--- src/hw/rtl/pwo_ram.sv ---
// Generic single-write, single-read RAM with registered read data.
// No dependencies.
module pwo_ram #(
  parameter int WIDTH = 32,
  parameter int DEPTH = 64
) (
  input  logic                     clk,
  input  logic                     we,
  input  logic [$clog2(DEPTH)-1:0] waddr,
  input  logic [WIDTH-1:0]         wdata,
  input  logic [$clog2(DEPTH)-1:0] raddr,
  output logic [WIDTH-1:0]         rdata
);

  logic [WIDTH-1:0] mem [DEPTH];

  always_ff @(posedge clk) begin
    if (we) begin
      mem[waddr] <= wdata;
    end
    rdata <= mem[raddr];
  end

endmodule

--- config.mk ---
export PLATFORM = sky130hd
export DESIGN_NAME = pwo_ram
export DESIGN_NICKNAME = d
export VERILOG_FILES = /design/src/hw/rtl/pwo_ram.sv
export SDC_FILE = /design/constraint.sdc
export NUM_CORES = 2
export LEC_CHECK = 0
export ABC_CLOCK_PERIOD_IN_PS = 3500
export BUFFER_PORTS_ARGS = -buffer_cell sky130_fd_sc_hd__clkbuf_2
export CELL_PAD_IN_SITES_DETAIL_PLACEMENT = 1
export CELL_PAD_IN_SITES_GLOBAL_PLACEMENT = 1
export CORE_UTILIZATION = 50
export CTS_CLUSTER_DIAMETER = 150
export CTS_CLUSTER_SIZE = 30
export DETAILED_ROUTE_END_ITERATION = 7
export GPL_TIMING_DRIVEN = 0
export PLACE_DENSITY = 0.85
export SYNTH_ARGS = -nofsm -noshare
export SYNTH_HDL_FRONTEND = slang
export SYNTH_SLANG_ARGS = --single-unit
--- constraint.sdc ---
create_clock -name clk -period 3.5 [get_ports clk]
set_clock_uncertainty 0.15 [all_clocks]
set_input_delay 0.35 -clock clk [delete_from_list [all_inputs] [get_ports clk]]
set_output_delay 0.35 -clock clk [all_outputs]
set_load 0.02 [all_outputs]
=== After elaboration in Yosys (flattened, before gate mapping) ===
Memories as Yosys holds them, arrays and structs flattened. A register that Yosys moved wholly into a read port is not among the register bits.
Index checks and enable logic that the tools add are counted.

* Flip-flop bits (word level): 0
* RAM bits: 2048
* Input port bits: 46
* Output and inout port bits: 32
* Memories kept: 1

* Muxes and demuxes: 2

{| class="wikitable"
|+ Memory list
! name !! depth !! width !! rd ports !! clocked after memory_dff !! wr ports !! RTL line !! source
|-
| mem || 64 || 32 || 1 || 1 || 1 || 15 || <nowiki>logic [WIDTH-1:0] mem [DEPTH];</nowiki>
|}

{| class="wikitable"
|+ Operators with widths
! kind !! number
|-
| two-way mux 1 bit || 2
|}

=== Depth between registers and ports, before layout ===
* Depth after elaboration: 2
* Depth in mapped cells: 10
* Mapped depth without buffers: 5

=== Worst setup path after synthesis ===
OpenSTA, ideal clock, no wires.

* Kind: input -> register
* Start point: in waddr[3]
* End point: mem mem[48][0] (enable)
* Library setup time: 0.461 ns
* Arrival time: 3.049 ns
* Data required time: 2.889 ns
* Path slack: -0.160 ns
* Stages on the path: 4
* Path buffers: 1
* Cells stage by stage: clkbuf_1 -> nor2b_1 -> nand4b_1 -> nor3_1

{| class="wikitable"
|+ RTL lines
! what !! RTL line !! source
|-
| start: declaration || 9 || <nowiki>input logic [$clog2(DEPTH)-1:0] waddr,</nowiki>
|-
| end: declaration || 15 ||
|}

No word-level cell before the write port.

==> run_results.csv <==
group,metric,value,unit
detailed_routing,wl_met2,115000,um
logic_synthesis,synthCells,3324,
cts,clock_latency,0.77,ns
sta,rsz0062_at_grt,"no",
logic_synthesis,synth_edf_count,2048,
floorplan,die_h,398,um
floorplan,core.rowCount,145,
layout,post-route-util,0.552,
logic_synthesis,yosys-top-cells-area,"edfxtp_1 (78%), mux4_2 (16%), mux2i_1 (1.2%)",
sta,setup_viol,20,
detailed_routing,drt-met1-wl,80200,um
logic_synthesis,ys_seq_area_frac,0.791,
grt,overflow,0,
run_status,outcome,"finished, violations left",
setup_path,cp-end-kind,"flip-flop",
detailed_routing,drt-total-wl,251000,um
logic_synthesis,yosys_warnings,0,
detailed_routing,dr_wl_met3,37700,um
detailed_routing,drt_iter0_markers,7587,
floorplan,dieWidth,398,um
grt,first_global_vias,40700,
logic_synthesis,synth_top_family_by_area,"multiplexers",
cts,ctsRootBufferMaster,"clkbuf_16",
place,dp_hpwl,159000,um
logic_synthesis,synth_area,78500,sq um
floorplan,start_util,0.503,
logic_synthesis,async_reset_ff_frac,0,
grt,grt_max_degree,65,
cts,htreeDepth,3,
layout,nNetsFinal,3618,
logic_synthesis,synth-seq-cells,2080,
place,placedInstanceArea,83300,sq um
setup_path,required,3.92,ns
power,p_leak,26.1,nW
cts,cts_sinks,2080,
sta,timing.final.crit_share,1.06,
logic_synthesis,syn_avg_cell_area,23.6,sq um
logic_synthesis,yosysUniqueCellTypes,34,
layout,layout-drive-gt1-share,0.269,
sta,slew_violations,216,
logic_synthesis,synthXorXnorAreaFrac,0,
floorplan,die-area,159000,sq um
power,report.power.total,0.0425,W
layout,multi_input_area,16000,sq um
logic_synthesis,synthAdderAreaFrac,0,
logic_synthesis,synth_commonest_cells,"edfxtp_1 (2048), mux4_2 (544), nor2_1 (137)",
logic_synthesis,synth_most_common_cell,"edfxtp_1",
logic_synthesis,synth_simple_gate_area_frac,0.0127,
cts,cts_tree,"yes",
logic_synthesis,synth_top_area_frac,0.783,
setup_path,r2r_slack,0.69,ns
detailed_routing,top_layer,"met5",
detailed_routing,avgViaCountPerCell,7.15,
layout,areaGrowthSynthToFinish,9.72,%
logic_synthesis,synth-compound-area-share,0.0167,
grt,grt_pass1_wl,336000,um
cts,cts_buffers,79,
power,power.density,493,nW/um^2
floorplan,ioPinCount,78,
detailed_routing,wl_per_cell,44.1,um
sta,relSlewSlack,-0.0363,
logic_synthesis,synth-main-ff-cell,"edfxtp_1",
logic_synthesis,synth.largest_area_cell,"edfxtp_1",
grt,grt_use_total,0.317,
detailed_routing,drc,0,
setup_path,critPathLaunchType,"primary input",
sta,max_clock_freq,271,MHz
sta,fin_crit,3.69,ns
run_status,violations,"capacitance limit, slew limit, setup timing",
detailed_routing,first_pass_iters,6,
run,maxCapViolCount,6,
logic_synthesis,syn_nets,3370,
place,gp_congestion,0.904,
grt,antenna_found_initial,22,
place,port-buffer-count,69,
sta,worst_slew_pin_slew,1.55,ns
layout,fillCellCount,13100,
cts,clk_pin_slew_worst_paths,0.12,ns
setup_path,worstPathMaxFanout,10,
sta,fin_ws,-0.194,ns
hold_path,min_path_type,"in -> reg",
sta,finalHoldViolCount,0,
floorplan,core_area,156000,sq um
detailed_routing,via_count,40600,
layout,regArea,62100,sq um
logic_synthesis,synthMuxAreaShare,0.168,
setup_path,path_class,"in -> reg",
cts,clockBufferDepth,3,
detailed_routing,ant_nets,0,
setup_path,crit_arrival,4.12,ns
layout,design_area,86100,sq um
power,vdd_drop_max,0.411,mV
-- cells in the final DEF, fill, tap and decap left out, types with 14 or more instances in the layout --
| master | synthesis | layout |
|---|---|---|
| edfxtp_1 | 2048 | 2048 |
| mux4_2 | 544 | 544 |
| clkbuf_1 | 74 | 97 |
| mux2i_1 | 93 | 93 |
| o22ai_1 | 84 | 82 |
| clkbuf_16 | 0 | 81 |
| buf_12 | 0 | 80 |
| nor2_1 | 137 | 74 |
| buf_2 | 57 | 71 |
| clkbuf_2 | 0 | 70 |
| nor2_4 | 0 | 62 |
| a21oi_1 | 62 | 56 |
| dfxtp_1 | 32 | 32 |
| buf_4 | 25 | 31 |
| o221ai_1 | 27 | 27 |
| nand2_1 | 26 | 26 |
| buf_1 | 21 | 16 |
| nor2b_1 | 15 | 15 |
| dlygate4sd3_1 | 0 | 14 |
-- sequential cells by signal, indices dropped and copies added (netlist names) --
register and flops:
mem 2048, rdata 32
-- report_power, final --
| part | switching [W] | internal, W |
|---|---|---|
| registers | 0.0000750 | 0.0275 |
| logic | 0.00213 | 0.000980 |
| clock network | 0.00735 | 0.00443 |
-- per-layer routing --
| layer | vias to the layer above | GRT usage |
|---|---|---|
| met5 | - | 0 |
| met4 | 22 | 0.173 |
| met3 | 870 | 0.103 |
| met2 | 4034 | 0.493 |
| met1 | 21100 | 0.397 |
| li1 | 14600 | - |
-- cells by family (layout without fill, tap and decap cells) --
family / after synthesis / after routing
AO/OA/AOI/OAI: 202 / 202
buffers and inverters: 182 / 478
flip-flops: 2080 / 2080
multiplexers: 637 / 637
other: 0 / 8
AND/OR/NAND/NOR: 223 / 223
-- stage by stage --
| stage | TNS (ns) | hold slack, ns | setup slack, ns | cells |
|---|---|---|---|---|
| CTS | 0 | 0.291 | 0.00563 | 5649 |
| global route | 0 | 0.0643 | 0.0101 | 5678 |
| finish | -1.76 | 0.0521 | -0.194 | 5686 |
| floorplan | 0 | 0.299 | 0.348 | 3324 |
| global placement | -3323.30 | 0.617 | -2.09 | 5451 |
| detailed placement | -24.93 | 0.617 | -1.49 | 5520 |
-- worst max-delay path, stage by stage --
cell and delay (ns):
buf_2 0.47, buf_2 0.37, clkbuf_1 0.93, mux4_2 0.43, mux4_2 0.52, o22ai_1 0.75
nor2_1 0.27
-- path summary, 6_finish.rpt --
kind	startpoint	cells after the start	endpoint
max	raddr[1]	7	rdata[11]
min	wdata[9]	1	mem[55][9]
max reg2reg	mem[31][25]	4	rdata[25]
min reg2reg	mem[13][4]	4	rdata[4]
-- layout make-up --
type                    count  share of cell area
plain buffers             181              0.0109
repair buffers            168              0.0256
clock buffers             125              0.0254
clock inverters             4            0.000668
well taps                2058              0.0299
flip-flops and latches   2080               0.721
multi-input cells        1062               0.186
diodes                      8            0.000232
-- what timing repair did --
action,CTS,global route
endpoints found under the hold margin,0,241
hold buffers,0,14
buffers inserted,1,0
resized for setup,26,19
pin swaps,0,0
setup endpoints to repair,17,13
No activity file was read; power rests on OpenSTA's default activity.
