File: src/hw/rtl/pwo_pkg.sv
// Shared definitions for the mobility-model squared-error block.
// Holds sizes, item and fault codes, the sequencer state type and divider
// handshake structs. No dependencies.
package pwo_pkg;

  localparam int MAX_LOC = 64;
  localparam int IDX_W   = $clog2(MAX_LOC);
  localparam int CELL_W  = 2 * IDX_W;
  localparam int CELLS   = MAX_LOC * MAX_LOC;
  localparam int CNT_W   = 7;

  localparam int VAL_W   = 32;
  localparam int POP_W   = 24;
  localparam int OPP_W   = 30;
  localparam int OUT_W   = 38;
  localparam int RECIP_W = 47;
  localparam int TERM_W  = 47;
  localparam int DEN_W   = 52;
  localparam int SHARE_W = 31;
  localparam int ACC_W   = 64;
  localparam int MUL_W   = 32;
  localparam int STEP_W  = 6;

  localparam int LONG_Q  = 46;
  localparam int SHORT_Q = 30;

  localparam logic [RECIP_W-1:0] ONE_LONG  = RECIP_W'(1) << LONG_Q;
  localparam logic [RECIP_W-1:0] ONE_SHORT = RECIP_W'(1) << SHORT_Q;

  localparam logic [1:0] FUNC_DIST    = 2'd0;
  localparam logic [1:0] FUNC_FLOW    = 2'd1;
  localparam logic [1:0] FUNC_POP     = 2'd2;
  localparam logic [1:0] FUNC_COMPUTE = 2'd3;

  localparam logic [1:0] FAULT_OK      = 2'd0;
  localparam logic [1:0] FAULT_OUTFLOW = 2'd1;
  localparam logic [1:0] FAULT_OPP     = 2'd2;
  localparam logic [1:0] FAULT_DENOM   = 2'd3;

  typedef enum logic [4:0] {
    S_IDLE, S_A_RUN, S_A_END,
    S_B_PAIR, S_B_LAT, S_B_RUN, S_B_END, S_B_STEP,
    S_M_RUN, S_M_DST, S_M_DW,
    S_C_ROW, S_C_DPAIR, S_C_DLAT, S_C_DDIV, S_C_DMH, S_C_DML, S_C_DTERM,
    S_C_DACC, S_C_DSTEP, S_C_DCHK, S_C_OLAT,
    S_C_RPAIR, S_C_RLAT, S_C_RDA, S_C_RSB, S_C_RDB, S_C_RSQ, S_C_RACC,
    S_C_RSTEP, S_C_NROW, S_DONE
  } state_t;

  typedef struct packed {
    logic             start;
    logic             long_q;
    logic [DEN_W-1:0] num;
    logic [DEN_W-1:0] den;
  } div_req_t;

  typedef struct packed {
    logic busy;
    logic done;
  } div_stat_t;

endpackage

File: src/hw/rtl/pwo_mul.sv
// Shared 32x32 multiplier with registered product.
// Depends on pwo_pkg.
module pwo_mul (
  input  logic                          clk,
  input  logic [pwo_pkg::MUL_W-1:0]     a,
  input  logic [pwo_pkg::MUL_W-1:0]     b,
  output logic [2*pwo_pkg::MUL_W-1:0]   p
);

  always_ff @(posedge clk) begin
    p <= a * b;
  end

endmodule
File: config.mk
export PLATFORM = sky130hd
export DESIGN_NAME = pwo_mul
export DESIGN_NICKNAME = d
export VERILOG_FILES = /design/src/hw/rtl/pwo_pkg.sv /design/src/hw/rtl/pwo_mul.sv
export SDC_FILE = /design/constraint.sdc
export NUM_CORES = 2
export LEC_CHECK = 0
export CAP_MARGIN = 40
export CORE_MARGIN = 2
export CORE_UTILIZATION = 30
export DETAILED_ROUTE_END_ITERATION = 8
export DONT_BUFFER_PORTS = 1
export PLACE_DENSITY = 0.42
export SYNTH_ARGS = -nofsm -noshare
export SYNTH_HDL_FRONTEND = slang
export SYNTH_SLANG_ARGS = --single-unit
File: constraint.sdc
create_clock -name clk -period 9.9 [get_ports clk]
set_input_delay 2.475 -clock clk [delete_from_list [all_inputs] [get_ports clk]]
set_output_delay 2.475 -clock clk [all_outputs]
set_load 0.02 [all_outputs]
## Word level (Yosys, flattened, before mapping)

Index checks and enable logic that the tools add are counted.

- Equal/unequal tests: 0
- Shift-type cells: 0
- Bitwise operators: 0
- Reductions and logical operators: 0
- Multiplexer cells: 0
- Multiply operators: 1
- Div/mod/pow operators: 0
- Add/subtract/negate cells: 0
- $lt $le $gt $ge: 0

Operators by type and width:

| cell | number |
|---|---|
| multiplier 32 x 32 -> 64 bit | 1 |

- Bits in latches: 0
- Logic and storage cells: 2
- Bits in registers: 64
- Input port bits: 65
- Memories kept: 0
- Memory bits (read-only): 0
- RAM bits: 0

## Depth between registers and ports, before layout

- Depth after elaboration: 1
- Depth in mapped cells: 29
- Mapped depth without buffers: 27

## Worst setup path after synthesis

Ideal clock, no wire load.

- Path kind: input port to flip-flop
- From: input a[25] in the netlist's numbering
- To: register p[62] in the netlist's numbering
- Required time: 9828 ps
- Cell stages on the path: 25
- Path buffers: 2
- Data arrival time: 9156 ps
- Path slack: 672 ps
- Library setup time: 72 ps
- Cells stage by stage: clkbuf_1 nand2_1 fa_1 inv_1 fa_1 inv_1 fa_1 inv_1 fa_1 fa_1 fa_1 fa_1 inv_1 fa_1 inv_1 ha_1 buf_2 nand4_1 or4_1 or3_1 a31oi_1 a31o_2 a211oi_1 o21ai_1 xor2_1

- Longest elaborated chain between the ends: 1

Ends and longest elaborated chain:

| what | RTL line | text |
|---|---|---|
| from (decl) | pwo_mul.sv:5 | `input logic [pwo_pkg::MUL_W-1:0] a,` |
| multiplier 32 x 32 -> 64 bit | pwo_mul.sv:11 | `p <= a * b;` |
| to (signal assigned) | pwo_mul.sv:11 |  |
| to (decl) | pwo_mul.sv:7 | `output logic [2*pwo_pkg::MUL_W-1:0] p` |

Every way passes these cells.

## Final worst setup path

- From: input b[17] in the netlist's numbering
- To: register p[62] in the netlist's numbering

- Longest elaborated chain between the ends: 1

Ends and longest elaborated chain:

| what | RTL line | text |
|---|---|---|
| from (decl) | pwo_mul.sv:6 | `input logic [pwo_pkg::MUL_W-1:0] b,` |
| multiplier 32 x 32 -> 64 bit | pwo_mul.sv:11 |  |

Every way passes these cells.

==> qor.yml <==
synth_seq_cells: 64
cts_made_buffers: 9
placementRows: 124
required_ns: 10.20
fin_crit_sh: 0.9325
worstMarginPinSlew_ns: 0.7825
drc_errors: 0
drv_slew: 0
hp-class: "primary input to flip-flop"
cts_hold_buf: 0
synthTopCellsByArea: "fa_1, and2_1, ha_1, inv_1, nand2_1"
end_kind: "flip-flop"
crit_chain: "and2_1 -> fa_1 -> inv_1 -> fa_1 -> inv_1 -> fa_1 -> fa_1 -> fa_1 -> fa_1 -> fa_1 -> inv_1 -> fa_1 -> inv_1 -> ha_1 -> nand4_1 -> or4_1 -> or3_1 -> a31oi_1 -> buf_4 -> a31o_2 -> a211oi_1 -> o21ai_1 -> xor2_1"
path_delay_family: "adder cells"
synthArstFlopShare: 0
grt_setup_unrepaired: "no"
cp_slowest_stage_delay_ns: 0.60
ios: 129
initial_core_util: 0.3028
die-height_um: 344.0
largest_reg_flops: 64
post-dp-hpwl_um: 87220
cts_tree: "yes"
cpMostUsedCell: "fa_1"
cp_slowest_cell: "fa_1"
fp.dieArea_um2: 118300
clock-sinks: 64
wl_per_cell_um: 21.27
drt_pre_antenna_iters: 5
gr-total-overflow: 0
cts_root_buffer: "clkbuf_16"
status: "finished, final reports clean"
synth.avg_cell_area_um2: 9.252
drtIter0Drc: 854
max_freq_ghz: 0.1083
path_class: "primary input to flip-flop"
ant_nets: 0
synthFlopType: "dfxtp_1"
drt_wl_total_um: 107700
coreArea_um2: 114500
ys_types: 57
hold_viol: 0
slew_headroom: 0.4759
synth_edf_count: 0
worstHoldPathCells: 1
synth_fp_nets: 4972
finalSetupViolCount: 0
start_kind: "primary input"
hold_path_startpoint: "b[0]"
gr-usage-all-layers: 0.1892
cts_buffer_depth: 2
cts_resized: 0
drive_above_1_share: 0.01126
clkSlewWorstSetupHoldPaths_ns: 0.06
cts_setup_buffers: 0
vias_per_cell: 4.626
yosys.area.top_type: "fa_1"
io_buffers: 0
synth_cells: 3748
syn_area_um2: 34680
synth_seq_area_share: 0.03695
grt_max_degree: 33
grt_pass1_wl_um: 166900
top_regs: "p (64)"
gp_congestion: 0.7971
max_cap_violations: 0
arrival_ns: 9.53
final_nets: 4771
fin_setup_tns_ns: 0
syn2layout_area_growth_pct: 4.135
cp_num_buf_inv: 5
die_x_um: 344.0
vias: 23430
grt_pass1_vias: 26540
cp_max_fo: 32
min_period_ns: 9.232
fillers: 12140
antenna_found_initial: 1
regMostFlops: "p"
synth_warnings: 0
min_to: "p[0]"
htreeDepth: 3
netlist.area_leader.share: 0.5173
[synth_stat cells, types with 10 or more instances]
cell type,count
nand4_1,23
a31oi_1,12
nand3_1,10
nor2_1,20
and2_1,602
xor2_1,25
dfxtp_1,64
ha_1,263
inv_1,865
fa_1,896
o21ai_0,21
o21bai_1,10
clkbuf_1,213
and3_1,14
a21oi_1,63
nand2_1,480
a21o_1,40
xnor2_1,35
[placed cells by master, fill, tap and decap left out, drive strengths merged, types with 4 or more instances in the layout]
| cell | synthesis | final |
|---|---|---|
| a21o | 40 | 40 |
| a21oi | 66 | 66 |
| a221o | 4 | 4 |
| a221oi | 4 | 4 |
| a31oi | 12 | 12 |
| and2 | 602 | 602 |
| and3 | 14 | 14 |
| buf | 7 | 8 |
| clkbuf | 213 | 9 |
| dfxtp | 64 | 64 |
| fa | 896 | 896 |
| ha | 263 | 263 |
| inv | 865 | 865 |
| nand2 | 480 | 480 |
| nand3 | 10 | 10 |
| nand4 | 23 | 23 |
| nor2 | 20 | 20 |
| nor3 | 7 | 7 |
| o21a | 9 | 9 |
| o21ai | 26 | 26 |
| o21bai | 11 | 11 |
| o31ai | 5 | 5 |
| xnor2 | 35 | 35 |
| xor2 | 25 | 25 |
[metrics by stage]
| stage | setup slack [ns] | area [um2] | cells | hold slack [ns] | util |
|---|---|---|---|---|---|
| 2_1_floorplan | 0.6723 | 34680 | 3748 | 2.602 | - |
| 3_5_place_dp | 0.3271 | 35790 | 5048 | 2.612 | 0.3126 |
| 6_report | 0.6685 | 36110 | 5065 | 2.243 | 0.3154 |
| 4_1_cts | 0.7217 | 36100 | 5063 | 2.220 | 0.3153 |
| 3_3_place_gp | 0.3233 | 35790 | 5048 | 2.607 | 0.3126 |
| 5_1_grt | 0.3718 | 36100 | 5063 | 2.220 | 0.3153 |
[worst max path at each step]
stage / cells past startpoint / from / endpoint / slack, ns
2_1_floorplan: 25 / a[25] / p[62] / 0.67
3_3_place_gp: 23 / b[17] / p[60] / 0.32
3_5_place_dp: 23 / b[17] / p[62] / 0.33
4_1_cts: 23 / b[17] / p[62] / 0.72
5_1_grt: 23 / a[26] / p[62] / 0.37
6_report: 23 / b[17] / p[62] / 0.67
[metal layers]
| metal | track usage | up-vias | routed length (um) |
|---|---|---|---|
| met5 | 0 | - | 0 |
| met4 | 0.03904 | 0 | 2479 |
| met3 | 0.01918 | 68 | 2725 |
| met2 | 0.3667 | 311 | 60190 |
| met1 | 0.2233 | 12630 | 42310 |
| li1 | - | 10420 | - |
[layout make-up]
| class | count | area (um2) | share of cell area |
|---|---|---|---|
| multi-input cells | 2599 | 29310 | 0.8118 |
| inverters | 865 | 3247 | 0.08992 |
| well taps | 1512 | 1892 | 0.05239 |
| flip-flops and latches | 64 | 1281 | 0.03548 |
| clock buffers | 9 | 225.2 | 0.006237 |
| clock inverters | 6 | 85.08 | 0.002356 |
| repair buffers | 8 | 60.06 | 0.001663 |
| diodes | 2 | 5.005 | 0.0001386 |
[logic make-up (layout without fill, tap and decap cells)]
logic type	after synthesis	count (layout)	synth area share
AO/OA/AOI/OAI	202	202	0.04153
other	0	2	0
flip-flops	64	64	0.03695
XOR/XNOR	60	60	0.01515
AND/OR/NAND/NOR	1177	1177	0.1762
multiplexers	1	1	0.0002887
adder cells (fa/ha/maj)	1159	1159	0.6122
buffers and inverters	1085	888	0.1177
Power is left out: the tool's default activity adds up to more than one toggle a clock period on the data nets, which glitch-free logic cannot reach.
