**src/hw/rtl/pwo_pkg.sv**
```systemverilog
// Shared definitions for the mobility-model squared-error block.
// Holds sizes, item and fault codes, the sequencer state type and divider
// handshake structs. No dependencies.
package pwo_pkg;

  localparam int MAX_LOC = 64;
  localparam int IDX_W   = $clog2(MAX_LOC);
  localparam int CELL_W  = 2 * IDX_W;
  localparam int CELLS   = MAX_LOC * MAX_LOC;
  localparam int CNT_W   = 7;

  localparam int VAL_W   = 32;
  localparam int POP_W   = 24;
  localparam int OPP_W   = 30;
  localparam int OUT_W   = 38;
  localparam int RECIP_W = 47;
  localparam int TERM_W  = 47;
  localparam int DEN_W   = 52;
  localparam int SHARE_W = 31;
  localparam int ACC_W   = 64;
  localparam int MUL_W   = 32;
  localparam int STEP_W  = 6;

  localparam int LONG_Q  = 46;
  localparam int SHORT_Q = 30;

  localparam logic [RECIP_W-1:0] ONE_LONG  = RECIP_W'(1) << LONG_Q;
  localparam logic [RECIP_W-1:0] ONE_SHORT = RECIP_W'(1) << SHORT_Q;

  localparam logic [1:0] FUNC_DIST    = 2'd0;
  localparam logic [1:0] FUNC_FLOW    = 2'd1;
  localparam logic [1:0] FUNC_POP     = 2'd2;
  localparam logic [1:0] FUNC_COMPUTE = 2'd3;

  localparam logic [1:0] FAULT_OK      = 2'd0;
  localparam logic [1:0] FAULT_OUTFLOW = 2'd1;
  localparam logic [1:0] FAULT_OPP     = 2'd2;
  localparam logic [1:0] FAULT_DENOM   = 2'd3;

  typedef enum logic [4:0] {
    S_IDLE, S_A_RUN, S_A_END,
    S_B_PAIR, S_B_LAT, S_B_RUN, S_B_END, S_B_STEP,
    S_M_RUN, S_M_DST, S_M_DW,
    S_C_ROW, S_C_DPAIR, S_C_DLAT, S_C_DDIV, S_C_DMH, S_C_DML, S_C_DTERM,
    S_C_DACC, S_C_DSTEP, S_C_DCHK, S_C_OLAT,
    S_C_RPAIR, S_C_RLAT, S_C_RDA, S_C_RSB, S_C_RDB, S_C_RSQ, S_C_RACC,
    S_C_RSTEP, S_C_NROW, S_DONE
  } state_t;

  typedef struct packed {
    logic             start;
    logic             long_q;
    logic [DEN_W-1:0] num;
    logic [DEN_W-1:0] den;
  } div_req_t;

  typedef struct packed {
    logic busy;
    logic done;
  } div_stat_t;

endpackage

```
**src/hw/rtl/pwo_div.sv**
```systemverilog
// Shared restoring divider: floor(num * 2^q / den), one quotient bit a cycle.
// Depends on pwo_pkg.
module pwo_div (
  input  logic                           clk,
  input  logic                           rst,
  input  pwo_pkg::div_req_t              req,
  output pwo_pkg::div_stat_t             stat,
  output logic [pwo_pkg::RECIP_W-1:0]    quot
);

  logic [pwo_pkg::DEN_W-1:0]  rem;
  logic [pwo_pkg::DEN_W-1:0]  den;
  logic [pwo_pkg::DEN_W:0]    rem2;
  logic [pwo_pkg::DEN_W:0]    diff;
  logic [pwo_pkg::STEP_W-1:0] steps;
  logic                       take;
  logic                       busy;
  logic                       done;

  assign rem2 = {rem, 1'b0};
  assign diff = rem2 - {1'b0, den};
  assign take = !diff[pwo_pkg::DEN_W];

  assign stat.busy = busy;
  assign stat.done = done;

  always_ff @(posedge clk) begin
    if (rst) begin
      busy <= 1'b0;
      done <= 1'b0;
    end else begin
      done <= 1'b0;
      if (req.start) begin
        if (req.den == '0) begin
          quot <= '0;
          done <= 1'b1;
        end else if (req.num >= req.den) begin
          // quotient saturates at one
          quot <= req.long_q ? pwo_pkg::ONE_LONG : pwo_pkg::ONE_SHORT;
          done <= 1'b1;
        end else begin
          rem   <= req.num;
          den   <= req.den;
          quot  <= '0;
          steps <= req.long_q ? pwo_pkg::STEP_W'(pwo_pkg::LONG_Q)
                              : pwo_pkg::STEP_W'(pwo_pkg::SHORT_Q);
          busy  <= 1'b1;
        end
      end else if (busy) begin
        rem   <= take ? diff[pwo_pkg::DEN_W-1:0] : rem2[pwo_pkg::DEN_W-1:0];
        quot  <= {quot[pwo_pkg::RECIP_W-2:0], take};
        steps <= steps - 1'b1;
        if (steps == pwo_pkg::STEP_W'(1)) begin
          busy <= 1'b0;
          done <= 1'b1;
        end
      end
    end
  end

endmodule

```
**config.mk**
```make
export PLATFORM = sky130hd
export DESIGN_NAME = pwo_div
export DESIGN_NICKNAME = d
export VERILOG_FILES = /design/src/hw/rtl/pwo_pkg.sv /design/src/hw/rtl/pwo_div.sv
export SDC_FILE = /design/constraint.sdc
export NUM_CORES = 1
export LEC_CHECK = 0
export BUFFER_PORTS_ARGS = -buffer_cell sky130_fd_sc_hd__buf_4
export CAP_MARGIN = 20
export CORE_ASPECT_RATIO = 0.8
export CORE_MARGIN = 3
export CORE_UTILIZATION = 59
export CTS_BUF_LIST = sky130_fd_sc_hd__clkbuf_8 sky130_fd_sc_hd__clkbuf_16
export CTS_CLUSTER_DIAMETER = 150
export DETAILED_ROUTE_END_ITERATION = 12
export PLACE_DENSITY_LB_ADDON = 0.3
export SETUP_SLACK_MARGIN = 0.1
export SLEW_MARGIN = 20
export SYNTH_ARGS = -nofsm -noshare
export SYNTH_HDL_FRONTEND = slang
export SYNTH_SLANG_ARGS = --single-unit
```
**constraint.sdc**
```tcl
create_clock -name clk -period 10.2 [get_ports clk]
set_input_delay 0.51 -clock clk [delete_from_list [all_inputs] [get_ports clk]]
set_output_delay 0.51 -clock clk [all_outputs]
set_load 0.01 [all_outputs]
```
# Word-level counts from Yosys, hierarchy flattened
# Cells that the tools add are included.
dict set report word_totals {
  in_bits 108
  mem_bits_ro 0
  mem_bits_rw 0
  n_memories 0
  regBits 159
  latchBits 0
  out_inout_bits 49
}
dict set report classes {
  reduce_logical 7
  div 0
  addsub 2
  eq_ne 3
  mux 25
  multipliers 0
  shifts 0
  order_cmp 1
  bitwise 3
}
# cell count
set op_table {}
lappend op_table {{two-way mux 52 bit} 5}
lappend op_table {{two-way mux 47 bit} 5}
lappend op_table {{subtractor 53 x 52 -> 53 bit} 1}
lappend op_table {{greater-or-equal comparator 52 bit} 1}
lappend op_table {{logical NOT 52 bit} 1}
lappend op_table {{two-way mux 6 bit} 5}
lappend op_table {{two-way mux 1 bit} 10}
lappend op_table {{AND reduction 4 bit} 2}
lappend op_table {{equality test 6 x 1 -> 1 bit, second input constant} 1}
lappend op_table {{subtractor 6 x 1 -> 6 bit, second input constant} 1}
lappend op_table {{!= test 2 bit, second input constant} 2}
lappend op_table {{AND reduction 2 bit} 2}
lappend op_table {{NOT 1 bit} 3}
lappend op_table {{nonzero test 2 bit} 1}
lappend op_table {{logical NOT 1 bit} 1}

# Logic depth before layout (Yosys ltp)
dict set report logic_depth {
  depth_word 4
  mapped_depth 14
  mapped_depth_nobuf 12
}

# Worst setup path after synthesis
# Ideal clock, no wire load.
dict set report synth_timing {
  path_kind {input port to flip-flop}
  start {in req[5] (netlist bit)}
  end {reg den[0] (netlist bit), enable pin}
  setup_slack_ps 2480
  arrival_time_ps 7124
  stages 10
  required_time_ps 9604
  setup_ps 596
  cell_sequence {inv_1 ha_1 a21o_1 a21o_1 a21oi_1 o2111ai_1 a2111oi_0 o41a_1 o221ai_1 nor4_1}
}
dict set report synth_via {
  elab_chain_len 3
  word_cells_on_any_way 5
  cone_classes {order compare (1); bitwise (2); reduce/logical (2)}
}
# element line
set synth_rtl {}
lappend synth_rtl {{from (decl)} pwo_div.sv:6} ;# input pwo_pkg::div_req_t req,
lappend synth_rtl {{greater-or-equal comparator 52 bit / logical NOT 52 bit (equally long branches)} {pwo_div.sv:37, pwo_div.sv:34}}
lappend synth_rtl {{NOT 1 bit (no line)} -}
lappend synth_rtl {{AND reduction 4 bit (no line) *} -}
lappend synth_rtl {{to (signal assigned)} pwo_div.sv:43} ;# den <= req.den;
lappend synth_rtl {{to (decl)} pwo_div.sv:12} ;# logic [pwo_pkg::DEN_W-1:0] den;
# Mark *: on every way between the ends. The rest lies on a longest branch, timed or not.
# A chain may end at the register's enable or synchronous reset.

# Final worst setup path
dict set report layout_timing {
  start {reg rem[26] (netlist bit)}
  end {reg rem[30] (netlist bit) (data pin)}
}
dict set report layout_via {
  elab_chain_len 4
}
# element line
set layout_rtl {}
lappend layout_rtl {{from (decl)} pwo_div.sv:11} ;# logic [pwo_pkg::DEN_W-1:0] rem;
lappend layout_rtl {{from (signal assigned)} pwo_div.sv:42} ;# rem <= req.num;
lappend layout_rtl {{from (signal assigned)} pwo_div.sv:50} ;# rem <= take ? diff[pwo_pkg::DEN_W-1:0] : rem2[pwo_pkg::DEN_W-1:0];
lappend layout_rtl {{subtractor 53 x 52 -> 53 bit} pwo_div.sv:21} ;# assign diff = rem2 - {1'b0, den};
lappend layout_rtl {{two-way mux 52 bit} pwo_div.sv:50}
lappend layout_rtl {{two-way mux 52 bit} pwo_div.sv:49} ;# end else if (busy) begin
lappend layout_rtl {{two-way mux 52 bit} pwo_div.sv:33} ;# if (req.start) begin
# Every way passes these cells. The select of a mux whose other input is x is not followed.

==> reports/qor.txt <==
design area = 13530 µm²
Syn-to-layout area delta = 16.85%
post-CTS resize count = 0
Nets = 1575
# rows = 45
EDFF count, synth = 157
register share of total power = 37.5%
Final Cycle Share = 40.00%
Post-synth ARST share = 0%
CTS Hold Bufs = 0
GRT overflow = 0
Syn Nets = 1446
1st-iter DRT viols = 1423
Clk pwr share = 31.6%
met3 wire len = 3918 µm
final hold slack = 0.2495 ns
core area = 19090 µm²
Syn. warnings = 0
Netlist cell types = 80
Min-Delay Startpoint = req[10]
worst-path cell with the longest stage delay = nor2_1
Psw = 0.7747 mW
die area = 21350 µm²
WS Path Type = register to register
Placed Cells = 1600
top sig layer = met5
number of routed nets with antenna violations = 0
Finished Layout Cells = 1632
Root Buffer = clkbuf_16
vias = 10480
Post-synth top flop = edfxtp_1
Setup Viol. Count Final = 0
HP Class = input port to register
routed len/inst = 20.63 µm
# DRC = 0
P_int = 1.385 mW
Final Hold Fails = 0
Worst Path Required = 10.37 ns
vias in the first global route = 9998
starting density of the core = 60.66%
Post-CTS Repair Setup Buffers = 0
Finished Core Util = 70.88%
worst-case reg-to-reg path depth = 12
final wirelength = 33670 µm
I/O pins = 157
total negative slack = 0 ns
largest net degree at the start of global routing = 73
minimum clock period = 4.080 ns
Fillers = 1412
Lkg Pwr = 5.913 nW
Avg Inst Size Synth = 9.397 µm²
CP most frequent cell = a21oi_1
HPWL Detailed = 24220 µm
PnR Total Power = 2.160 mW
dpl cell area = 12890 µm²
max_slew headroom = 38.61%
met2 WL = 14880 µm
post-synthesis sequential area ratio = 41.07%
CP Cell Sequence = ha_1, a21oi_1, o21ai_1, a21o_1, a21oi_1, o31ai_1, a21oi_1, a21oi_4, buf_4, nor2_1, buf_4, o311ai_1
GRT Overall Usage = 31.21%
R2R Path End = rem[30]$_DFFE_PP_
global-route wire length before repair = 53110 µm
worst-path maximum fanout = 33
FMAX = 0.2451 GHz
drt pass-1 iters = 9
CTS Buf Count = 17
post-synth top area share = 40.72%
Hold Crit Depth = 1
crit start category = register
# diodes = 0
Metal-1 WL = 13870 µm
Buffers on Ports = 156
largest cells by area after synthesis = edfxtp_1 41%, ha_1 11%, inv_1 4.7%
Vias/cell = 6.420
R2R Setup Slk = 6.12 ns
pre-CTS WS = 5.981 ns
H-tree levels = 4
Hold Path Sink = den[10]$_DFFE_PP_
Max VDD drop = 0.1170 mV
Max clock buf depth = 2
P per Cell Area = 159.7 nW/µm²
Logic pwr share = 31.0%
Worst EP arrival = 4.25 ns
worst reg2reg startpoint = rem[26]$_DFFE_PP_
Die X = 162.6 µm
TritonCTS clock tree = done
Slew @ Worst Pin = 0.9124 ns
post-synth top area cell = edfxtp_1
outcome = finished, final reports clean
Gate Count Post-Synth = 1232
crit end category = register
Seq cells post-synth = 159
Worst path max stage delay = 0.72 ns
Worst Clk Skew = 0.01404 ns
share of post-route cells with drive strength above 1 = 16.67%
initial antenna violation count = 0
Final Slew Violations = 0
Sw Share = 35.86%
gp weighted congestion = 0.9721
clk_lat worst skew = 0.45 ns
mapped cell area = 11580 µm²
max-cap violations = 0
overall die height = 131.3 µm
RSZ-0062 raised after global routing = false
CTS Sinks = 159
Final WS setup = 6.120 ns
Clk pin slew, worst setup/hold paths = 0.08 ns
power by group through the flow:
stage | combinational [mW] | clock, mW | sequential, mW
detailed placement | 0.640 | 0 | 0.823
CTS | 0.650 | 0.685 | 0.809
global route | 0.725 | 0.714 | 0.814
finish | 0.669 | 0.682 | 0.810
floorplan | 0.445 | 0 | 0.825
global placement | 0.628 | 0 | 0.821
placed cells by master (no fill, tap or decap), types with 23 or more instances in the layout:
master and instances:
nor2_1 69, o21ai_0 61, ha_1 105, xnor2_1 23
nand4_1 53, a21o_1 47, inv_1 144, a31oi_1 28
nand3_1 26, a21oi_1 83, buf_4 166, nand2_1 91
edfxtp_1 157, nor2b_1 51
cells in the mapped netlist (16+ instances only):
cell,count
o211ai_1,17
nor2b_1,51
o311ai_1,20
edfxtp_1,157
a31oi_1,28
nand3_1,26
clkbuf_1,27
nor3_1,20
a21o_1,47
buf_2,16
inv_1,144
xnor2_1,23
o21ai_0,61
a21oi_1,83
xor2_1,19
nand2_1,91
nand4_1,53
nor2_1,70
ha_1,105
cell type report:
| type | instances | area [µm²] | share of cell area, % |
|---|---|---|---|
| clock buffers | 17 | 425.4 | 3.145 |
| clock inverters | 15 | 216.5 | 1.600 |
| inverters | 146 | 548.0 | 4.051 |
| multi-input cells | 871 | 6015 | 44.46 |
| flip-flops and latches | 159 | 4755 | 35.15 |
| well taps | 258 | 322.8 | 2.386 |
| repair buffers | 166 | 1246 | 9.212 |
worst max-delay path: cells and delay by family (launching register included):
| family | cells | cell delay, ns |
|---|---|---|
| buf+inv | 2 | 0.66 |
| fa+ha+maj | 1 | 0.42 |
| compound gates | 8 | 1.57 |
| simple gates | 1 | 0.72 |
| flops | 1 | 0.41 |
registers in the layout, indices dropped and copies added (netlist names):
name	cells
den	52
steps	6
quot	47
rem	52
busy	1
done	1
cell families (layout without fill, tap and decap cells):
kind of cell	Yosys count	in the layout	share of synthesized area, %
multiplexers	3	3	0.2918
flip-flops	159	159	41.07
AO/OA/AOI/OAI	340	340	19.70
buffers and inverters	202	344	7.111
adder cells (fa/ha/maj)	106	106	11.52
XOR/XNOR	42	42	3.177
AND/OR/NAND/NOR	380	380	17.13
metal layers:
metal | global-route usage (%) | vias up
met5 | 1.675 | -
met4 | 9.864 | 2
met3 | 7.406 | 77
met2 | 46.58 | 668
met1 | 45.04 | 4927
li1 | - | 4804
worst max path at each step:
stage                                    to  slack [ns]              start  cells past startpoint
after floorplan            den[0]$_DFFE_PP_        2.48             req[5]                     10
after global placement    rem[23]$_DFFE_PP_        6.10             req[5]                     13
after CTS                 rem[30]$_DFFE_PP_        6.25  rem[26]$_DFFE_PP_                     12
after global routing      rem[43]$_DFFE_PP_        5.96  rem[26]$_DFFE_PP_                     12
final                     rem[30]$_DFFE_PP_        6.12  rem[26]$_DFFE_PP_                     12
after detailed placement  rem[24]$_DFFE_PP_        5.98            req[13]                     12
(Power assumes the default switching activity.)
